**config.mk**
```make
export PLATFORM = sky130hd
export DESIGN_NAME = lrpf_ctrl
export DESIGN_NICKNAME = d
export VERILOG_FILES = /design/src/rtl/assert_macros.svh /design/src/rtl/lrpf_pkg.sv /design/src/rtl/lrpf_ctrl.sv
export SDC_FILE = /design/constraint.sdc
export NUM_CORES = 1
export LEC_CHECK = 0
export ABC_AREA = 1
export ABC_CLOCK_PERIOD_IN_PS = 4100
export BUFFER_PORTS_ARGS = -buffer_cell sky130_fd_sc_hd__buf_2
export CAP_MARGIN = 10
export CELL_PAD_IN_SITES_DETAIL_PLACEMENT = 1
export CELL_PAD_IN_SITES_GLOBAL_PLACEMENT = 1
export CORE_MARGIN = 4
export CORE_UTILIZATION = 39
export DETAILED_ROUTE_END_ITERATION = 8
export PLACE_DENSITY = 0.89
export SKIP_CTS_REPAIR_TIMING = 1
export SLEW_MARGIN = 20
export SYNTH_ARGS = -nofsm -noshare
export SYNTH_HDL_FRONTEND = slang
export SYNTH_SLANG_ARGS = --single-unit
```
**constraint.sdc**
```tcl
create_clock -name clock -period 4.1 [get_ports clock]
set_input_delay 1.23 -clock clock [delete_from_list [all_inputs] [get_ports clock]]
set_output_delay 1.23 -clock clock [all_outputs]
set_load 0.05 [all_outputs]
```
**src/rtl/assert_macros.svh**
```systemverilog
// ---------------------------------------------------------------------------
// assert_macros
// Assertion helper macros shared by the RTL files.
// ---------------------------------------------------------------------------
`ifndef ASSERT_MACROS_SVH
`define ASSERT_MACROS_SVH

// Check an implication on every clock edge outside reset
`define CHK_IMPL(label, clk, rst, ante, cons) \
   label: assert property (@(posedge clk) disable iff (rst) (ante) |-> (cons)) \
      else $error("check failed");

// Check an implication in the next cycle outside reset
`define CHK_NEXT(label, clk, rst, ante, cons) \
   label: assert property (@(posedge clk) disable iff (rst) (ante) |=> (cons)) \
      else $error("check failed");

`endif

```
**src/rtl/lrpf_pkg.sv**
```systemverilog
// ---------------------------------------------------------------------------
// lrpf_pkg
// Shared types and constants of the page frame store and line rasterizer.
// ---------------------------------------------------------------------------
`default_nettype none
package lrpf_pkg;
   localparam int ScreenWidth  = 128;
   localparam int ScreenHeight = 64;
   localparam int NumPages     = (ScreenHeight + 7) / 8;
   localparam int StoreBytes   = ScreenWidth * NumPages;
   localparam int AddrW        = $clog2(StoreBytes);

   typedef enum logic [2:0] {
      REQ_LINE  = 3'd0,
      REQ_RECT  = 3'd1,
      REQ_CLEAR = 3'd2,
      REQ_FLUSH = 3'd3,
      REQ_FETCH = 3'd4
   } req_code_type;

   localparam logic [1:0] ST_OK      = 2'd0;
   localparam logic [1:0] ST_BUSY    = 2'd1;
   localparam logic [1:0] ST_EMPTY   = 2'd2;
   localparam logic [1:0] ST_NOREAD  = 2'd3;

   // commands from controller to datapath
   typedef struct packed {
      logic       load;      // capture request fields and second endpoint
      logic       seg_init;  // set up straight segment (index in seg_sel)
      logic [2:0] seg_sel;   // 0 line bresenham, 1..4 rectangle sides
      logic       step;      // one pixel step (issue read)
      logic       write;     // write back modified byte
      logic       clr_init;
      logic       clr_step;
      logic       clr_dirty_full;
      logic       flush;
      logic       fetch_rd;
      logic       fetch_done;
   } cmd_type;

   // status from datapath to controller
   typedef struct packed {
      logic       seg_last;   // current pixel is last of segment
      logic       clr_last;
      logic       active;     // readout active
      logic       empty;      // dirty window empty
   } stat_type;
endpackage
`default_nettype wire

```
**src/rtl/lrpf_ctrl.sv**
```systemverilog
// ---------------------------------------------------------------------------
// lrpf_ctrl
// Request sequencer: decodes a request and walks segments, clear and readout.
// ---------------------------------------------------------------------------
`default_nettype none
module lrpf_ctrl (
   input  wire logic             clock,
   input  wire logic             reset,
   input  wire logic             req_valid,
   output logic                  req_ready,
   input  wire logic [2:0]       req_type,
   output logic                  rsp_valid,
   input  wire logic             rsp_ready,
   output logic [1:0]            rsp_status,
   output logic                  sel_win,
   output logic                  sel_byte,
   output lrpf_pkg::cmd_type     cmd,
   input  wire lrpf_pkg::stat_type stat
);
   import lrpf_pkg::*;

   typedef enum logic [7:0] {
      S_IDLE  = 8'b00000001,
      S_SEG   = 8'b00000010,
      S_RD    = 8'b00000100,
      S_WR    = 8'b00001000,
      S_CLR   = 8'b00010000,
      S_INIT  = 8'b00100000,
      S_RSP   = 8'b01000000,
      S_HOLD  = 8'b10000000
   } state_type;

   state_type state_ff, state_in;
   logic [2:0] seg_ff, seg_in;
   logic rect_ff, rect_in, last_ff, last_in;
   logic [1:0] status_ff, status_in;
   logic win_ff, win_in, byte_ff, byte_in;

   assign req_ready  = (state_ff == S_IDLE);
   assign rsp_valid  = (state_ff == S_RSP);
   assign rsp_status = status_ff;
   assign sel_win    = win_ff;
   assign sel_byte   = byte_ff;

   // next state and commands
   always_comb begin
      state_in = state_ff; seg_in = seg_ff; rect_in = rect_ff; last_in = last_ff;
      status_in = status_ff; win_in = win_ff; byte_in = byte_ff;
      cmd = '0;
      cmd.seg_sel = seg_ff;
      unique case (state_ff)
         S_IDLE: begin
            if (req_valid) begin
               status_in = ST_OK; win_in = 1'b0; byte_in = 1'b0;
               state_in = S_RSP;
               if (req_type <= REQ_FLUSH && stat.active) status_in = ST_BUSY;
               else begin
                  case (req_type) inside
                     REQ_LINE, REQ_RECT: begin
                        cmd.load = 1'b1;
                        cmd.seg_sel = (req_type == REQ_RECT) ? 3'd1 : 3'd0;
                        seg_in = (req_type == REQ_RECT) ? 3'd1 : 3'd0;
                        rect_in = (req_type == REQ_RECT);
                        state_in = S_SEG;
                     end
                     REQ_CLEAR: begin
                        cmd.clr_init = 1'b1; state_in = S_CLR;
                     end
                     REQ_FLUSH: begin
                        if (stat.empty) status_in = ST_EMPTY;
                        else begin cmd.flush = 1'b1; win_in = 1'b1; end
                     end
                     REQ_FETCH: begin
                        if (!stat.active) status_in = ST_NOREAD;
                        else begin cmd.fetch_rd = 1'b1; byte_in = 1'b1; end
                     end
                     default: ;
                  endcase
               end
            end
         end
         S_SEG: begin cmd.seg_init = 1'b1; state_in = S_RD; end
         S_RD: begin
            cmd.step = 1'b1; last_in = stat.seg_last; state_in = S_WR;
         end
         S_WR: begin
            cmd.write = 1'b1;
            if (!last_ff) state_in = S_RD;
            else if (rect_ff && seg_ff != 3'd4) begin
               seg_in = seg_ff + 3'd1; state_in = S_SEG;
            end else state_in = S_RSP;
         end
         S_CLR: begin
            cmd.clr_step = 1'b1;
            if (stat.clr_last) begin cmd.clr_dirty_full = 1'b1; state_in = S_RSP; end
         end
         // zero the store once after reset, dirty window untouched
         S_INIT: begin
            cmd.clr_step = 1'b1;
            if (stat.clr_last) state_in = S_IDLE;
         end
         S_RSP: if (rsp_ready) state_in = S_HOLD;
         S_HOLD: state_in = S_IDLE;
         default: state_in = S_IDLE;
      endcase
   end

   always_ff @(posedge clock) begin
      if (reset) begin
         state_ff <= S_INIT; seg_ff <= '0; rect_ff <= 1'b0; last_ff <= 1'b0;
         status_ff <= ST_OK; win_ff <= 1'b0; byte_ff <= 1'b0;
      end else begin
         state_ff <= state_in; seg_ff <= seg_in; rect_ff <= rect_in; last_ff <= last_in;
         status_ff <= status_in; win_ff <= win_in; byte_ff <= byte_in;
      end
   end
endmodule
`default_nettype wire

```
### Word-level counts from Yosys, hierarchy flattened

Index checks and enable logic that the tools add are counted.
Widths: inputs -> output; s select.

| storage, ports and cells | value |
|---|---|
| bits of input ports | 11 |
| output and inout bits | 19 |
| word-level logic and storage cells | 92 |
| bits in registers | 17 |

| operators by class | value |
|---|---|
| magnitude comparators | 1 |
| add/subtract/negate cells | 1 |
| bitwise gates (word level) | 1 |
| multiplexer cells | 54 |
| equal/unequal tests | 18 |
| reductions and logical operators | 10 |

Operators with widths:

| kind | number |
|---|---|
| $pmux 8 s7 | 1 |
| $mux 7 | 5 |
| $mux 8 | 4 |
| $mux 1 | 27 |
| $mux 2 | 10 |
| $mux 3 | 6 |
| $ne 2x2->1 const B | 5 |
| $eq 8x1->1 const B | 1 |
| $eq 8x2->1 const B | 1 |
| $eq 8x3->1 const B | 1 |
| $eq 8x4->1 const B | 1 |
| $eq 8x5->1 const B | 1 |
| $eq 8x6->1 const B | 1 |
| $eq 8x7->1 const B | 1 |
| $reduce_and 4->1 | 2 |
| $eq 3x2->1 const B | 2 |
| $pmux 3 s2 | 1 |
| $reduce_or 2->1 | 2 |
| $add 3x1->3 const B | 1 |
| $eq 3x1->1 const B | 1 |
| $eq 3x3->1 const B | 1 |
| $le 3x2->1 const B | 1 |
| $logic_not 3->1 | 1 |
| $ne 3x3->1 const B | 1 |
| other kinds (6) | 7 |

### Depth between registers and ports, before layout

Gate-level depths: netlist of the first run.

| logic depth | value |
|---|---|
| word-level depth | 8 |
| mapped depth | 9 |
| mapped depth without buffers | 9 |

### Worst setup path after synthesis of the first run

Ideal clock, no wire load.

| path | value |
|---|---|
| kind | input port to output port |
| start point | input port req_type[2] |
| end point | output port cmd[2] in the netlist's numbering |
| stages on the path | 6 |
| arrival time | 2.705 ns |
| setup slack | 0.165 ns |
| cell sequence | inv_2 > nand2_1 > nand2_1 > inv_1 > nand2_2 > nor3_1 |

RTL lines:

| what | RTL line | source |
|---|---|---|
| start, declared | lrpf_ctrl.sv:11 | `input wire logic [2:0] req_type,` |
| end, declared | lrpf_ctrl.sv:17 | `output lrpf_pkg::cmd_type cmd,` |

==> results of run 1 <==
tightest hold or removal path: stages (launching register included):
cell and delay, ns:
sky130_fd_sc_hd__dfxtp_1 0.33, sky130_fd_sc_hd__nand2_1 0.06, sky130_fd_sc_hd__a21oi_1 0.05
power by group through the flow:
stage               logic [mW]  clock network [mW]  registers [mW]
finish                   0.145              0.0948           0.181
global route             0.161               0.107           0.183
CTS                      0.146              0.0985           0.182
detailed placement       0.146                   0           0.185
global placement         0.143                   0           0.185
floorplan                0.111                   0           0.187
final cells by class:
cell class	count	area share, %
flip-flops and latches	17	23.65
well taps	44	3.826
inverters	31	8.435
clock buffers	4	1.826
repair buffers	28	9.739
multi-input cells	134	52.52
logic make-up (layout without fill, tap and decap cells):
kind of cell	after synthesis	in the layout	synth area share, %
xor+xnor	1	1	0.7130
fa+ha+maj	2	2	2.036
flops	17	17	27.70
other cells	1	1	0.3052
simple gates	111	111	49.49
buf+inv	33	63	10.79
compound gates	19	19	8.962
how the worst max path moves through the flow:
| stage | slack [ns] | start | cells past startpoint | endpoint |
|---|---|---|---|---|
| 2_1_floorplan | 0.16 | req_type[2] | 6 | cmd[2] |
| 3_3_place_gp | 0.65 | req_type[2] | 8 | cmd[2] |
| 3_5_place_dp | 0.63 | req_type[2] | 8 | cmd[2] |
| 4_1_cts | 0.62 | req_type[2] | 8 | cmd[2] |
| 5_1_grt | 0.48 | req_type[2] | 8 | cmd[2] |
| 6_report | 0.62 | req_type[2] | 8 | cmd[2] |
cells in the final DEF, fill, tap and decap left out:
cell                       instances
sky130_fd_sc_hd__a21boi_0          1
sky130_fd_sc_hd__a21oi_1           6
sky130_fd_sc_hd__a21oi_2           2
sky130_fd_sc_hd__a31oi_1           2
sky130_fd_sc_hd__buf_2            28
sky130_fd_sc_hd__clkbuf_1          1
sky130_fd_sc_hd__clkbuf_4          3
sky130_fd_sc_hd__clkinv_1          1
sky130_fd_sc_hd__conb_1            1
sky130_fd_sc_hd__dfxtp_1          17
sky130_fd_sc_hd__ha_1              2
sky130_fd_sc_hd__inv_1            26
sky130_fd_sc_hd__inv_2             3
sky130_fd_sc_hd__inv_6             1
sky130_fd_sc_hd__nand2_1          35
sky130_fd_sc_hd__nand2_2           3
sky130_fd_sc_hd__nand2_8           1
sky130_fd_sc_hd__nand3_1          17
sky130_fd_sc_hd__nand3_2           3
sky130_fd_sc_hd__nand3_4           1
sky130_fd_sc_hd__nand3b_1          1
sky130_fd_sc_hd__nor2_1           34
sky130_fd_sc_hd__nor2_2            3
sky130_fd_sc_hd__nor2_4            3
sky130_fd_sc_hd__nor2_8            3
sky130_fd_sc_hd__nor3_1            3
sky130_fd_sc_hd__nor3_2            2
sky130_fd_sc_hd__nor3_4            1
sky130_fd_sc_hd__nor4_1            1
sky130_fd_sc_hd__o21ai_0           4
sky130_fd_sc_hd__o21ai_1           3
sky130_fd_sc_hd__o31ai_1           1
sky130_fd_sc_hd__xor2_1            1
state kept, by name, summed over array words and instances (netlist names):
signal      flops
seg_ff          3
sel_win         1
rect_ff         1
last_ff         1
state_ff        8
sel_byte        1
rsp_status      2
stage by stage:
stage	worst slack [ns]	hold slack, ns	power, mW	cell area, um^2	utilization (%)
final	0.6223	0.4699	0.4209	1439	47.52
after global routing	0.4780	0.5082	0.4511	1439	47.52
after CTS	0.6189	0.4755	0.4265	1439	47.52
after detailed placement	0.6255	0.4572	0.3315	1413	46.65
after global placement	0.6532	0.4548	0.3279	1413	46.65
after floorplan	0.1646	0.4925	0.2979	1229	-
metal layers:
| layer | GRT usage, % | share of wire [%] | wire [um] |
|---|---|---|---|
| met5 | 0 | 0 | 0 |
| met4 | 7.124 | 1.3 | 42 |
| met3 | 1.582 | 3.0 | 94 |
| met2 | 29.55 | 50 | 1561 |
| met1 | 21.40 | 46 | 1429 |
Yosys cell counts (all sizes together):
cell type	count
nor2	43
nand2	39
inv	30
nand3	21
dfxtp	17
a21oi	8
o21ai	7
nor3	6
a31oi	2
ha	2
a21boi	1
buf	1
clkbuf	1
clkinv	1
conb	1
nand3b	1
nor4	1
o31ai	1
xor2	1
==> flow_metrics.py, run 1 <==
metrics = {
    "finish": {
        "fillCellCount": 432,
        "seq_area_um2": 340.3,
        "layout.cells.non_filler": 258,
        "flow.area_growth_from_synthesis_pct": 17.11,
        "nets": 228,
        "insertedDiodeCount": 0,
        "post_route_cells_drive_above_1_share_pct": 26.64,
        "multi_input_comb_area_um2": 755.7,
    },
    "worst_setup_path": {
        "path_buf_inv": 4,
        "cp.required_ns": 2.87,
        "worstPathCellList": "buf_2 > inv_2 > nand2_1 > nand2_1 > inv_1 > nand2_2 > nor3_1 > buf_2",
        "r2r-start": "seg_ff[0]",
        "timing.setup.critical_path_class": "input pin to primary output",
        "cp-end-kind": "primary output",
        "setup.reg_to_reg.worst_slack_ns": 2.61,
        "crit_fanout": 5,
        "cpMaxStageDelayCell": "sky130_fd_sc_hd__buf_2",
        "depth_of_the_worst_register_to_register_path": 8,
        "worstPathArrival_ns": 2.25,
        "worst_path_dominant_cell_family": "buffers and inverters",
        "startpoint_type": "input pin",
        "worst_path_largest_cell_delay_ns": 0.28,
        "r2r-end": "seg_ff[1]",
    },
    "power": {
        "p_int_uw": 250.4,
        "combinationalPowerShare_pct": 34.4,
        "pwr-share-seq_pct": 43.1,
        "power.density_nw_per_um2": 292.5,
        "netSwitchingPower_uw": 170.5,
        "cellLeakagePower_nw": 0.7401,
        "peakVddDrop_mv": 0.1077,
        "share_clk_of_total_power_pct": 22.5,
        "power.switching_fraction_pct": 40.52,
    },
    "drt": {
        "wire_per_inst_um": 12.12,
        "drt-pass1-iter-count": 4,
        "drt.antenna.violating_nets": 0,
        "drtIter0Drc": 48,
        "route.final.wire_length_um": 3127,
        "detail_route.vias_per_cell": 4.837,
        "vias": 1248,
        "route.detailed.drc": 0,
    },
    "global_routing": {
        "antenna_found_initial": 0,
        "grt.overflow.total": 0,
        "grt.total_usage_pct": 17.03,
        "global_route_wire_length_before_repair_um": 5589,
        "first_global_vias": 1247,
        "grt_start_max_net_pins": 11,
    },
    "clocking": {
        "path_clk_slew_ns": 0.11,
        "clock_buffer_count_from_cts": 3,
        "cts_tree": "built",
        "max-clock-path-buffers": 2,
        "cts_root_buffer": "sky130_fd_sc_hd__clkbuf_4",
        "htree_num_levels": 1,
        "numClockSinks": 17,
        "clk_latency_ns": 0.30,
    },
    "floorplan": {
        "die_h_um": 64.13,
        "row_count": 20,
        "initial_core_util_pct": 40.58,
        "chipWidth_um": 64.13,
        "area_inside_the_core_boundary_um2": 3028,
        "die-area_um2": 4113,
        "num_io_pins": 30,
    },
    "placement": {
        "port_buffers": 28,
        "gp_congestion": 0.7618,
        "place.detailed.instances": 254,
        "dpl.hpwl_um": 2589,
    },
    "min_path": {
        "worst_hold_startpoint": "sel_win",
        "number_of_cells_on_the_worst_hold_path": 2,
        "worstHoldPathType": "flip-flop to flip-flop",
        "min_to": "sel_win",
    },
    "sta": {
        "final.period_utilization_pct": 84.82,
        "count_of_final_max_slew_check_failures": 0,
        "count_of_final_hold_check_violations": 0,
        "skew_ns": 0.01058,
        "setup_violations": 0,
        "clock.fmax_mhz": 287.5,
        "setup_total_negative_slack_ns": 0,
        "final_period_minus_worst_setup_slack_ns": 3.478,
        "grt_setup_unrepaired": "false",
    },
    "synthesis": {
        "area_of_the_mapped_netlist_um2": 1229,
        "syn_nets": 197,
        "syn_inst": 184,
        "synth-seq-cells": 17,
        "avgSynthCellArea_um2": 6.678,
        "largest_cells_by_area_after_synthesis": "sky130_fd_sc_hd__dfxtp_1 28%, sky130_fd_sc_hd__nand2_1 11%, sky130_fd_sc_hd__nor2_1 10%",
        "synth_top_area_cell": "sky130_fd_sc_hd__dfxtp_1",
        "synth_cell_type_count": 32,
        "synth_top_area_share_pct": 27.70,
        "ys_warn_count": 0,
        "synth-seq-area-share_pct": 27.70,
    },
    "outcome": {
        "status": "finished, final reports clean",
    },
    "flow_run": {
        "max_capacitance_violation_count": 0,
    },
}
(Power assumes the default switching activity.)
==> run 2: changes to the inputs <==
Settings changed: ABC_CLOCK_PERIOD_IN_PS 4100 to 3550, CORE_UTILIZATION 39 to 36, PLACE_DENSITY 0.89 to 0.84.
Clock period 4.1 ns to 3.55 ns, I/O delays scaled along.
==> run 2 against run 1 <==
Against the previous run:
- die area is 7.3% higher
- highest routed layer unchanged
- first-iteration DRC count shrank 52%
- clock-buffer cell count decreased by 1
- combinational power up 15%
- register-to-register slack lost 0.57 ns
- power grew 15%
- sequential cell count unchanged
- cell area rose by 0.44%
- critical path type unchanged
- sequential share of layout area decreased by 0.10 points
- global-route usage shrank 1.7 points
==> flow_metrics.py, run 2 (same netlist as run 1, synthesis figures left out) <==
metrics = {
    "clocking": {
        "clk_latency_ns": 0.29,
        "cts_root_buffer": "sky130_fd_sc_hd__clkbuf_4",
        "max-clock-path-buffers": 2,
        "cts_tree": "built",
        "htree_num_levels": 1,
        "path_clk_slew_ns": 0.11,
        "numClockSinks": 17,
        "clock_buffer_count_from_cts": 3,
    },
    "placement": {
        "gp_congestion": 0.7711,
        "port_buffers": 28,
        "placement.setup.worst_slack_ns": 0.3780,
        "dpl.hpwl_um": 2550,
    },
    "sta": {
        "skew_ns": 0.002301,
        "setup_total_negative_slack_ns": 0,
        "grt_setup_unrepaired": "false",
        "clock.fmax_mhz": 316.5,
        "final_period_minus_worst_setup_slack_ns": 3.159,
        "finalHoldWorstSlack_ns": 0.4802,
        "setup_violations": 0,
        "final.period_utilization_pct": 89.00,
        "count_of_final_max_slew_check_failures": 0,
        "final_critical_path_setup_slack_ns": 0.3905,
        "count_of_final_hold_check_violations": 0,
    },
    "drt": {
        "drt-pass1-iter-count": 4,
        "wire_per_inst_um": 11.95,
        "vias": 1211,
        "drt.antenna.violating_nets": 0,
        "detail_route.vias_per_cell": 4.694,
        "drtIter0Drc": 23,
        "route.final.wire_length_um": 3082,
        "route.detailed.drc": 0,
    },
    "floorplan": {
        "initial_core_util_pct": 38.97,
        "area_inside_the_core_boundary_um2": 3153,
        "chipWidth_um": 66.42,
        "num_io_pins": 30,
        "die_h_um": 66.42,
        "die-area_um2": 4412,
        "row_count": 20,
    },
    "power": {
        "peakVddDrop_mv": 0.1547,
        "cellLeakagePower_nw": 0.7432,
        "power.density_nw_per_um2": 334.7,
    },
    "worst_setup_path": {
        "cp.required_ns": 2.48,
        "startpoint_type": "input pin",
        "crit_fanout": 4,
        "worstPathCellList": "buf_2 > nor2_1 > nand2_1 > nor2_1 > nand2_1 > o21ai_1 > buf_2",
        "cpMaxStageDelayCell": "sky130_fd_sc_hd__buf_2",
        "worst_path_dominant_cell_family": "simple AND/OR/NAND/NOR gates",
        "cp-end-kind": "primary output",
        "timing.setup.critical_path_class": "input pin to primary output",
        "worstPathArrival_ns": 2.09,
        "worst_path_largest_cell_delay_ns": 0.28,
        "path_buf_inv": 2,
    },
    "global_routing": {
        "antenna_found_initial": 0,
        "globalRouteMet3Util_pct": 2.041,
        "grt.total_usage_pct": 15.35,
        "grt_start_max_net_pins": 11,
        "grt.overflow.total": 0,
        "grt_most_used_layer": "met2",
        "grt_util_met1_pct": 20.00,
        "global_route_wire_length_before_repair_um": 5299,
        "grt_util_met2_pct": 26.39,
        "first_global_vias": 1218,
    },
    "finish": {
        "fillCellCount": 459,
        "post_route_cells_drive_above_1_share_pct": 27.57,
        "most_frequent_cells_in_the_layout": "35 x sky130_fd_sc_hd__nand2_1, 34 x sky130_fd_sc_hd__nor2_1, 28 x sky130_fd_sc_hd__buf_2",
        "insertedDiodeCount": 0,
        "layout_commonest_cell": "sky130_fd_sc_hd__nand2_1",
        "flow.area_growth_from_synthesis_pct": 17.62,
        "seq_area_um2": 340.3,
        "multi_input_comb_area_um2": 760.7,
        "largest_register_ff_count": 8,
        "nets": 228,
        "register_with_the_highest_flop_count": "state_ff",
    },
    "outcome": {
        "status": "finished, final reports clean",
    },
    "flow_run": {
        "max_capacitance_violation_count": 0,
    },
    "min_path": {
        "worstHoldPathType": "flip-flop to flip-flop",
    },
}
-- run 2: layout make-up --
type	count	area share (%)
multi-input combinational	134	52.64
timing repair buffer	28	9.697
clock inverter	1	0.3463
inverter	31	8.398
sequential	17	23.55
clock buffer	3	1.558
tap	44	3.810
-- run 2: path summary, 6_finish.rpt --
check         startpoint  depth (start not counted)   endpoint  slack (ns)
max reg2reg    seg_ff[0]                          6  seg_ff[1]        2.04
min              sel_win                          2    sel_win        0.48
max          req_type[2]                          7     cmd[8]        0.39
min reg2reg      sel_win                          2    sel_win        0.48
-- run 2: where the power goes --
part           total, mW  internal, mW  leakage (nW)  switching [mW]
clock network      0.107        0.0419        0.0177          0.0655
logic              0.167        0.0462         0.587           0.120
registers          0.210         0.199         0.138          0.0103
total              0.484         0.287         0.743           0.196
-- run 2: through the flow --
stage	std cells	instance area, um^2	utilization (%)	total power, mW
after floorplan	184	1234	-	0.3443
after global placement	254	1418	44.96	0.3798
after detailed placement	254	1418	44.96	0.3822
after CTS	258	1445	45.83	0.4930
after global routing	258	1445	45.83	0.5190
final	258	1445	45.83	0.4837
-- run 2: worst min-delay path: stages, from the launching register on --
cell and delay, ns:
sky130_fd_sc_hd__dfxtp_1 0.32, sky130_fd_sc_hd__nand2_1 0.06, sky130_fd_sc_hd__a21oi_1 0.06
-- run 2: routing by layer --
layer | wire length [um] | share of wire [%] | vias to the layer above
li1 | - | - | 631
met1 | 1496 | 49 | 559
met2 | 1458 | 47 | 19
met3 | 111 | 3.6 | 2
met4 | 16 | 0.52 | 0
met5 | 0 | 0 | -
